===== src/rss_pkg.sv =====
// shared types and constants for the robot safety supervisor
`default_nettype none

package rss_pkg;

  // input kinds carried in tuser
  localparam logic [1:0] MODE_TICK  = 2'd0;
  localparam logic [1:0] MODE_ECHO  = 2'd1;
  localparam logic [1:0] MODE_FRAME = 2'd2;

  // override codes
  localparam logic [2:0] OVR_CLEAR  = 3'd0;
  localparam logic [2:0] OVR_MANUAL = 3'd1;
  localparam logic [2:0] OVR_COMMS  = 3'd2;
  localparam logic [2:0] OVR_OBST   = 3'd3;
  localparam logic [2:0] OVR_ESTOP  = 3'd4;

  // configuration register indexes
  localparam logic [2:0] CFG_STOP_CM     = 3'd0;
  localparam logic [2:0] CFG_CLEAR_CM    = 3'd1;
  localparam logic [2:0] CFG_MIN_VALID   = 3'd2;
  localparam logic [2:0] CFG_MAX_VALID   = 3'd3;
  localparam logic [2:0] CFG_AGREE_READS = 3'd4;
  localparam logic [2:0] CFG_FAULT_RUN   = 3'd5;
  localparam logic [2:0] CFG_COMMS_LIMIT = 3'd6;
  localparam logic [2:0] CFG_DEBOUNCE    = 3'd7;

  localparam int unsigned CfgIdxW  = 3;
  localparam int unsigned CfgDataW = 16;

  localparam logic [15:0] CNT_MAX   = 16'hFFFF;
  localparam logic [7:0]  AGREE_MAX = 8'hFF;
  localparam logic [13:0] DIST_MAX  = 14'h3FFF;
  localparam logic [14:0] DIST_NONE = 15'h7FFF;

  // 58 us per cm times 16 sub-steps
  localparam int unsigned DivQ4   = 928;
  localparam int unsigned RecipSh = 30;

  typedef struct packed {
    logic        teleop_active;
    logic        estop_level;
    logic [15:0] echo_width_us;
    logic [1:0]  mode;
  } in_t;

  typedef struct packed {
    logic        valid;
    logic [13:0] q4;
  } echo_t;

  typedef struct packed {
    logic        ping_request;
    logic        fault_notice;
    logic        sensor_faulty;
    logic [14:0] distance_q4;
    logic        comms_silent;
    logic        estop_active;
    logic        obstacle_blocked;
    logic        motion_forbidden;
    logic [2:0]  override_code;
  } res_t;

endpackage

`default_nettype wire


===== src/rss_echo.sv =====
// echo width to distance conversion and validity window
`default_nettype none

module rss_echo #(
  parameter int unsigned ECHO_TIMEOUT_US = 30000,
  parameter int unsigned SCALE_Q8        = 256
) (
  input  logic [15:0]  width_i,
  input  logic [9:0]   min_cm_i,
  input  logic [9:0]   max_cm_i,
  output rss_pkg::echo_t echo_o
);
  import rss_pkg::*;

  // ceil(SCALE_Q8 * 2^30 / 928), exact floor for any 16-bit width
  localparam logic [31:0] Recip =
    32'(((64'(SCALE_Q8) << RecipSh) + 64'(DivQ4 - 1)) / 64'(DivQ4));
  localparam logic [15:0] Timeout = 16'(ECHO_TIMEOUT_US);

  logic [47:0] prod;
  logic [17:0] quot;
  logic [13:0] q4;
  logic        in_time;

  always_comb begin
    prod    = 48'(width_i) * 48'(Recip);
    quot    = prod[47:RecipSh];
    q4      = (quot > 18'(DIST_MAX)) ? DIST_MAX : quot[13:0];
    in_time = (width_i != 16'd0) && (width_i <= Timeout);
    echo_o.q4    = q4;
    echo_o.valid = in_time && (q4 >= {min_cm_i, 4'b0000}) && (q4 <= {max_cm_i, 4'b0000});
  end

endmodule

`default_nettype wire


===== src/robot_safety_supervisor.sv =====
// robot safety supervisor top level: obstacle, e-stop, ping and comms watchdog
//
//  channel  | dir | tdata (low bit up)                                  | tuser
//  s_axis   | in  | echo_width_us[15:0] estop_level[16] teleop[17]     | mode[1:0]
//  m_axis   | out | override_code motion_forbidden obstacle_blocked    | -
//           |     | estop_active comms_silent distance_q4 sensor_faulty |
//           |     | fault_notice ping_request                           |
//  cfg      | in  | cfg_we_i, cfg_idx_i, cfg_wdata_i                    | -
//
// an item passes through the input register and then the result register
// one item per cycle unless m_axis stalls, set by the single state update stage
// reset clears the valid and state registers and loads config defaults, no clearing pass
// a stalled result holds the result register, the input register then fills and
// tready drops until the result is taken
`default_nettype none

module robot_safety_supervisor #(
  parameter int unsigned PING_PERIOD_MS  = 60,
  parameter int unsigned ECHO_TIMEOUT_US = 30000,
  parameter int unsigned SCALE_Q8        = 256
) (
  input  logic        clk_i,
  input  logic        rst_ni,
  input  logic        s_axis_tvalid,
  output logic        s_axis_tready,
  input  logic [23:0] s_axis_tdata,  // echo_width_us, estop_level, teleop_active
  input  logic [1:0]  s_axis_tuser,  // mode
  output logic        m_axis_tvalid,
  input  logic        m_axis_tready,
  output logic [31:0] m_axis_tdata,  // override_code, motion_forbidden, obstacle_blocked,
                                     // estop_active, comms_silent, distance_q4,
                                     // sensor_faulty, fault_notice, ping_request
  input  logic        cfg_we_i,
  input  logic [rss_pkg::CfgIdxW-1:0]  cfg_idx_i,
  input  logic [rss_pkg::CfgDataW-1:0] cfg_wdata_i
);
  import rss_pkg::*;

  localparam logic [15:0] PingPeriod = 16'(PING_PERIOD_MS);

  // configuration
  logic [9:0]  stop_cm_q, clear_cm_q, min_cm_q, max_cm_q;
  logic [7:0]  agree_reads_q;
  logic [15:0] fault_run_q, comms_limit_q, debounce_q;

  always_ff @(posedge clk_i or negedge rst_ni) begin
    if (!rst_ni) begin
      stop_cm_q     <= 10'd20;
      clear_cm_q    <= 10'd35;
      min_cm_q      <= 10'd2;
      max_cm_q      <= 10'd400;
      agree_reads_q <= 8'd3;
      fault_run_q   <= 16'd20;
      comms_limit_q <= 16'd2000;
      debounce_q    <= 16'd20;
    end else if (cfg_we_i) begin
      case (cfg_idx_i)
        CFG_STOP_CM:     stop_cm_q     <= cfg_wdata_i[9:0];
        CFG_CLEAR_CM:    clear_cm_q    <= cfg_wdata_i[9:0];
        CFG_MIN_VALID:   min_cm_q      <= cfg_wdata_i[9:0];
        CFG_MAX_VALID:   max_cm_q      <= cfg_wdata_i[9:0];
        CFG_AGREE_READS: agree_reads_q <= cfg_wdata_i[7:0];
        CFG_FAULT_RUN:   fault_run_q   <= cfg_wdata_i;
        CFG_COMMS_LIMIT: comms_limit_q <= cfg_wdata_i;
        CFG_DEBOUNCE:    debounce_q    <= cfg_wdata_i;
        default: ;
      endcase
    end
  end

  // input and result registers
  logic  in_vld_q, out_vld_q, advance;
  in_t   in_q;
  res_t  res_d, res_q;

  assign advance       = in_vld_q && (!out_vld_q || m_axis_tready);
  assign s_axis_tready = !in_vld_q || advance;
  assign m_axis_tvalid = out_vld_q;
  assign m_axis_tdata  = {7'd0, res_q};

  always_ff @(posedge clk_i or negedge rst_ni) begin
    if (!rst_ni) begin
      in_vld_q  <= 1'b0;
      out_vld_q <= 1'b0;
    end else begin
      if (s_axis_tready) in_vld_q <= s_axis_tvalid;
      if (advance) out_vld_q <= 1'b1;
      else if (m_axis_tready) out_vld_q <= 1'b0;
    end
  end

  always_ff @(posedge clk_i) begin
    if (s_axis_tvalid && s_axis_tready) begin
      in_q.mode          <= s_axis_tuser;
      in_q.echo_width_us <= s_axis_tdata[15:0];
      in_q.estop_level   <= s_axis_tdata[16];
      in_q.teleop_active <= s_axis_tdata[17];
    end
    if (advance) res_q <= res_d;
  end

  // echo conversion
  echo_t echo;

  rss_echo #(
    .ECHO_TIMEOUT_US (ECHO_TIMEOUT_US),
    .SCALE_Q8        (SCALE_Q8)
  ) u_echo (
    .width_i  (in_q.echo_width_us),
    .min_cm_i (min_cm_q),
    .max_cm_i (max_cm_q),
    .echo_o   (echo)
  );

  // supervisor state
  logic        blocked_q, blocked_d, pend_q, pend_d, told_q, told_d;
  logic        ping_pend_q, ping_pend_d, estop_q, estop_d, lvl_q, lvl_d;
  logic        heard_q, heard_d;
  logic [7:0]  agree_q, agree_d;
  logic [15:0] inv_run_q, inv_run_d, ping_cnt_q, ping_cnt_d;
  logic [15:0] lvl_cnt_q, lvl_cnt_d, frame_cnt_q, frame_cnt_d;
  logic [14:0] dist_q, dist_d;

  logic        tick, want, faulty, notice, silent, ping_req;
  logic [13:0] thresh;
  logic [2:0]  code;

  always_comb begin
    blocked_d   = blocked_q;
    pend_d      = pend_q;
    told_d      = told_q;
    ping_pend_d = ping_pend_q;
    estop_d     = estop_q;
    lvl_d       = lvl_q;
    heard_d     = heard_q;
    agree_d     = agree_q;
    inv_run_d   = inv_run_q;
    ping_cnt_d  = ping_cnt_q;
    lvl_cnt_d   = lvl_cnt_q;
    frame_cnt_d = frame_cnt_q;
    dist_d      = dist_q;
    ping_req    = 1'b0;
    notice      = 1'b0;
    tick        = (in_q.mode == MODE_TICK);
    thresh      = blocked_q ? {clear_cm_q, 4'b0000} : {stop_cm_q, 4'b0000};
    want        = echo.valid && (echo.q4 <= thresh);

    if (tick) begin
      if (ping_cnt_q != CNT_MAX)  ping_cnt_d  = ping_cnt_q + 16'd1;
      if (lvl_cnt_q != CNT_MAX)   lvl_cnt_d   = lvl_cnt_q + 16'd1;
      if (frame_cnt_q != CNT_MAX) frame_cnt_d = frame_cnt_q + 16'd1;
    end

    // e-stop debounce
    if (in_q.estop_level != lvl_q) begin
      lvl_d     = in_q.estop_level;
      lvl_cnt_d = 16'd0;
    end
    if (lvl_cnt_d >= debounce_q) estop_d = lvl_d;

    case (in_q.mode)
      MODE_ECHO: begin
        ping_pend_d = 1'b0;
        if (echo.valid) begin
          dist_d    = {1'b0, echo.q4};
          inv_run_d = 16'd0;
          told_d    = 1'b0;
        end else begin
          dist_d = DIST_NONE;
          if (inv_run_q != CNT_MAX) inv_run_d = inv_run_q + 16'd1;
        end
        if (want == pend_q) begin
          if (agree_q != AGREE_MAX) agree_d = agree_q + 8'd1;
        end else begin
          pend_d  = want;
          agree_d = 8'd1;
        end
        if (agree_d >= agree_reads_q) blocked_d = pend_d;
      end
      MODE_FRAME: begin
        frame_cnt_d = 16'd0;
        heard_d     = 1'b1;
      end
      default: ;
    endcase

    // ping cadence
    if (tick && (ping_cnt_d >= PingPeriod)) begin
      ping_cnt_d  = 16'd0;
      if (ping_pend_d) dist_d = DIST_NONE;
      ping_pend_d = 1'b1;
      ping_req    = 1'b1;
    end

    faulty = (inv_run_d >= fault_run_q);
    if (faulty && !told_d) begin
      told_d = 1'b1;
      notice = 1'b1;
    end

    silent = !heard_d || (frame_cnt_d > comms_limit_q);
    if (estop_d)                 code = OVR_ESTOP;
    else if (blocked_d)          code = OVR_OBST;
    else if (silent)             code = OVR_COMMS;
    else if (in_q.teleop_active) code = OVR_MANUAL;
    else                         code = OVR_CLEAR;

    res_d.override_code    = code;
    res_d.motion_forbidden = code inside {OVR_ESTOP, OVR_OBST, OVR_COMMS};
    res_d.obstacle_blocked = blocked_d;
    res_d.estop_active     = estop_d;
    res_d.comms_silent     = silent;
    res_d.distance_q4      = dist_d;
    res_d.sensor_faulty    = faulty;
    res_d.fault_notice     = notice;
    res_d.ping_request     = ping_req;
  end

  always_ff @(posedge clk_i or negedge rst_ni) begin
    if (!rst_ni) begin
      blocked_q   <= 1'b0;
      pend_q      <= 1'b0;
      told_q      <= 1'b0;
      ping_pend_q <= 1'b0;
      estop_q     <= 1'b0;
      lvl_q       <= 1'b0;
      heard_q     <= 1'b0;
      agree_q     <= 8'd0;
      inv_run_q   <= 16'd0;
      ping_cnt_q  <= 16'd0;
      lvl_cnt_q   <= 16'd0;
      frame_cnt_q <= 16'd0;
      dist_q      <= DIST_NONE;
    end else if (advance) begin
      blocked_q   <= blocked_d;
      pend_q      <= pend_d;
      told_q      <= told_d;
      ping_pend_q <= ping_pend_d;
      estop_q     <= estop_d;
      lvl_q       <= lvl_d;
      heard_q     <= heard_d;
      agree_q     <= agree_d;
      inv_run_q   <= inv_run_d;
      ping_cnt_q  <= ping_cnt_d;
      lvl_cnt_q   <= lvl_cnt_d;
      frame_cnt_q <= frame_cnt_d;
      dist_q      <= dist_d;
    end
  end

`ifndef SYNTHESIS
  a_estop_wins: assert property (@(posedge clk_i) disable iff (!rst_ni)
    (out_vld_q && res_q.estop_active) |-> (res_q.override_code == OVR_ESTOP))
    else $error("estop_active without estopped override");

  a_notice_faulty: assert property (@(posedge clk_i) disable iff (!rst_ni)
    (out_vld_q && res_q.fault_notice) |-> res_q.sensor_faulty)
    else $error("fault notice while sensor not faulty");

  a_told_notice: assert property (@(posedge clk_i) disable iff (!rst_ni)
    $rose(told_q) |-> (out_vld_q && res_q.fault_notice))
    else $error("fault episode started without a notice");

  a_ping_tick: assert property (@(posedge clk_i) disable iff (!rst_ni)
    (advance && res_d.ping_request) |=> (ping_pend_q && (ping_cnt_q == 16'd0)))
    else $error("ping request without cadence restart");
`endif

endmodule

`default_nettype wire

===== config.mk =====
export PLATFORM = sky130hd
export DESIGN_NAME = robot_safety_supervisor
export DESIGN_NICKNAME = d
export VERILOG_FILES = /design/src/rss_pkg.sv /design/src/rss_echo.sv /design/src/robot_safety_supervisor.sv
export SDC_FILE = /design/constraint.sdc
export NUM_CORES = 1
export LEC_CHECK = 0
export BUFFER_PORTS_ARGS = -buffer_cell sky130_fd_sc_hd__buf_2
export CAP_MARGIN = 20
export CORE_UTILIZATION = 62
export CTS_CLUSTER_SIZE = 24
export DETAILED_ROUTE_END_ITERATION = 6
export PLACE_DENSITY = 0.83
export SYNTH_ARGS = -nofsm -noshare
export SYNTH_HDL_FRONTEND = slang
export SYNTH_HIERARCHICAL = 1
export SYNTH_SLANG_ARGS = --single-unit

===== constraint.sdc =====
create_clock -name clk_i -period 26.6 [get_ports clk_i]
set_clock_uncertainty 0.15 [all_clocks]
set_input_delay 7.98 -clock clk_i [delete_from_list [all_inputs] [get_ports clk_i]]
set_output_delay 7.98 -clock clk_i [all_outputs]
set_load 0.01 [all_outputs]

==> results.md <==
* Status: finished, final reports clean
* Final WL at 51300 um
* EDFF count, synth at 44
* Number of distinct library cells after synthesis at 89
* Total of max-cap violations at 0
* Die H at 186 um
* Root buffer cell: clkbuf_16
* Layout cells sized above 1 at 14.0%
* Pre-Repair DR Iteration Count at 5
* Worst Hold Class: register to register
* Die Footprint at 34500 um^2
* Sw frac at 48.6%
* Hold WS at 317 ps
* Post-Synth Simple-Gate Area at 12.3%
* Final-stage net count at 2655
* Post-synth top area share at 18.7%
* Leading area contributor after synthesis: dfrtp_1
* Final period utilization at 62.2%
* I/O pin cnt at 84
* Port Buffers at 70
* R2R Setup Slk at 13620 ps
* Ys Warns at 6
* RSZ-0062 raised after global routing: no
* Worst vdd ir at 0.000113 V
* Adder-Cell Fraction of Synth Area at 29.9%
* Xor and xnor area share after synthesis at 1.97%
* Global router's overall resource usage at 31.2%
* WP data required at 18470 ps
* Synth Register Bits at 236
* Number of H-tree levels at 1
* Hold path depth at 1
* CP Launch Type: primary input
* Setup TNS at 0 ps
* Largest net degree at the start of global routing at 120
* Cell Pwr Density at 127 nW/um^2
* Setup bufs post-CTS at 0
* Post-synthesis compound-gate area fraction at 12.7%
* Setup Viol. Count Final at 0
* Initial Util at 63.7%
* Hold Vio Cnt, Final at 0
* Pre-CTS WS at 10050 ps
* Synth Instances at 2135
* Fillers at 2459
* CTS tree: built
* Part of the power in registers at 16.6%
* Mean routed wirelength per cell at 19.4 um
* Reg2reg path depth at 39
* Placement Cell Area at 21600 um^2
* Post-synth top flop: dfrtp_1
* Initial detailed-routing violation count at 1354
* Mux cell area share after synthesis at 6.14%
* Lkg Pwr at 11.2 nW
* First-pass GRT wire length at 84000 um
* Post-CTS sizing at 0
* Register area at 6170 um^2
* Synth area leaders: dfrtp_1 19%, ha_1 17%, fa_1 13%, edfxtp_1 6.3%, inv_1 6.1%
* Final instance area at 22700 um^2
* Final GP Congestion at 0.977
* Worst-path clk slew at 60 ps
* Mapped cell area at 20900 um^2
* Worst setup margin at 10050 ps
* Aggregate global routing overflow at 0
* Final Slew Violations at 0
* Row cnt at 66
* Max-Slew Margin vs Limit at 30.8%
* WHS Endpoint: heard_q$_DFFE_PN0P_
* CP endpoint kind: output port
* Hold Crit Start: heard_q$_DFFE_PN0P_
* Reg2reg end: m_axis_tdata[0]$_DFFE_PP_
* Mean Syn Cell Area at 9.80 um^2
* Fraction of registers with async set/reset at 81.4%
* Seq/Total Area, Yosys at 29.5%
* CTS Buffer Depth at 3
* Layout area overhead at 8.53%
* P_int at 1.49 mW
* Clk pwr share at 14.7%
* DR vias at 16116
* Final worst path period need at 16550 ps
* Largest family of logic cells by synthesized area: adder cells
* Most frequent cells in the layout: 341 x inv_1, 280 x ha_1, 156 x dfrtp_1
* Worst-Margin Slew at 1010 ps
* Core box area at 32900 um^2
* Final HPWL DP at 38800 um
* Hold-fix buffers, CTS at 0
* Num CTS Buffers at 27
* Fmax at 60.4 MHz
* CP Class: primary input to output port
* Switching pwr at 1.41 mW
* Comb pwr share at 68.7%
* Die Wd at 186 um
* Vias in the first global route at 16435
* ANT nets after route at 0
* Sink Count at 236
* Commonest non-fill, non-tap cell in the layout: inv_1
* # DRC at 0
* Initial antenna violation count at 1
* Clk Latency, worst-skew pair at 580 ps
* Multi-input logic area at 13200 um^2
* CP max FO at 3
* CP Data Arrival Time at 8420 ps
* Via density at 6.08
* Worst r2r src: in_q[15]$_DFFE_PP_
## cell families after synthesis
family	count (synthesis)
AOI/OAI and AO/OA	408
xor gates and xnor gates	47
adders and majority gates	417
buffers and inverters	406
DFF	236
muxes	116
other	1
and+or+nand+nor	504
## cell type report
type                    instances  area share, %
flip-flops and latches        236           27.2
repair buffers                 81           2.07
clock buffers                  36           3.72
well taps                     442           2.44
diodes                          1         0.0110
clock inverters                14          0.804
inverters                     343           5.67
multi-input cells            1499           58.1
## sequential cells by signal, summed over array words and instances (netlist names), 15 cells and up
register / cells
lvl_cnt_q: 16
dist_q: 15
comms_limit_q: 16
m_axis_tdata: 24
debounce_q: 16
fault_run_q: 16
frame_cnt_q: 16
in_q: 20
inv_run_q: 16
ping_cnt_q: 16
## power by group through the flow
| stage | registers (mW) | clock network, mW | logic (mW) |
|---|---|---|---|
| after global placement | 0.481 | 0 | 1.87 |
| after floorplan | 0.471 | 0 | 1.47 |
| after global routing | 0.487 | 0.444 | 2.26 |
| final | 0.480 | 0.426 | 1.99 |
| after CTS | 0.479 | 0.431 | 1.96 |
| after detailed placement | 0.485 | 0 | 1.94 |
## synth_stat cells, types with 11 or more instances
| cell | number |
|---|---|
| a21o_1 | 46 |
| and2_1 | 12 |
| nor2b_1 | 15 |
| a21oi_1 | 107 |
| xor2_1 | 32 |
| o22ai_1 | 24 |
| nand2_1 | 122 |
| nor4_1 | 15 |
| nand3_1 | 51 |
| o21a_1 | 17 |
| nor3_1 | 32 |
| dfrtp_1 | 156 |
| dfstp_2 | 36 |
| o21ai_0 | 94 |
| mux2_2 | 99 |
| and4_1 | 14 |
| a211oi_1 | 12 |
| xnor2_1 | 15 |
| and3_1 | 24 |
| or3_1 | 11 |
| clkbuf_1 | 43 |
| ha_1 | 280 |
| nor2_1 | 117 |
| a31oi_1 | 14 |
| mux2i_1 | 17 |
| inv_1 | 342 |
| fa_1 | 137 |
| nand4_1 | 42 |
| edfxtp_1 | 44 |
| o31ai_1 | 13 |
## how the worst max path moves through the flow
stage | start | to | depth (start not counted)
4_1_cts | m_axis_tready | s_axis_tready | 3
3_3_place_gp | m_axis_tready | s_axis_tready | 3
2_1_floorplan | m_axis_tready | s_axis_tready | 1
6_report | m_axis_tready | s_axis_tready | 3
3_5_place_dp | m_axis_tready | s_axis_tready | 3
5_1_grt | m_axis_tready | s_axis_tready | 3
## layer usage
metal	vias to the layer above	part of all wire, %	GRT usage (%)
met3	145	6.5	4.87
met5	-	0	0
li1	7475	-	-
met2	579	47	51.9
met1	7917	42	40.1
met4	0	4.6	14.2
## worst max-delay path, stage by stage
cell and delay, ps:
buf_2 100, nand3b_1 180, buf_2 160
## per-stage QoR
step | utilization (%) | instances | total power, mW
6_report | 69.1 | 2652 | 2.89
3_3_place_gp | 65.8 | 2599 | 2.35
3_5_place_dp | 65.8 | 2599 | 2.42
5_1_grt | 69.1 | 2651 | 3.19
2_1_floorplan | - | 2141 | 1.94
4_1_cts | 69.0 | 2649 | 2.87
Note: power is estimated with default switching activity, not from simulation.
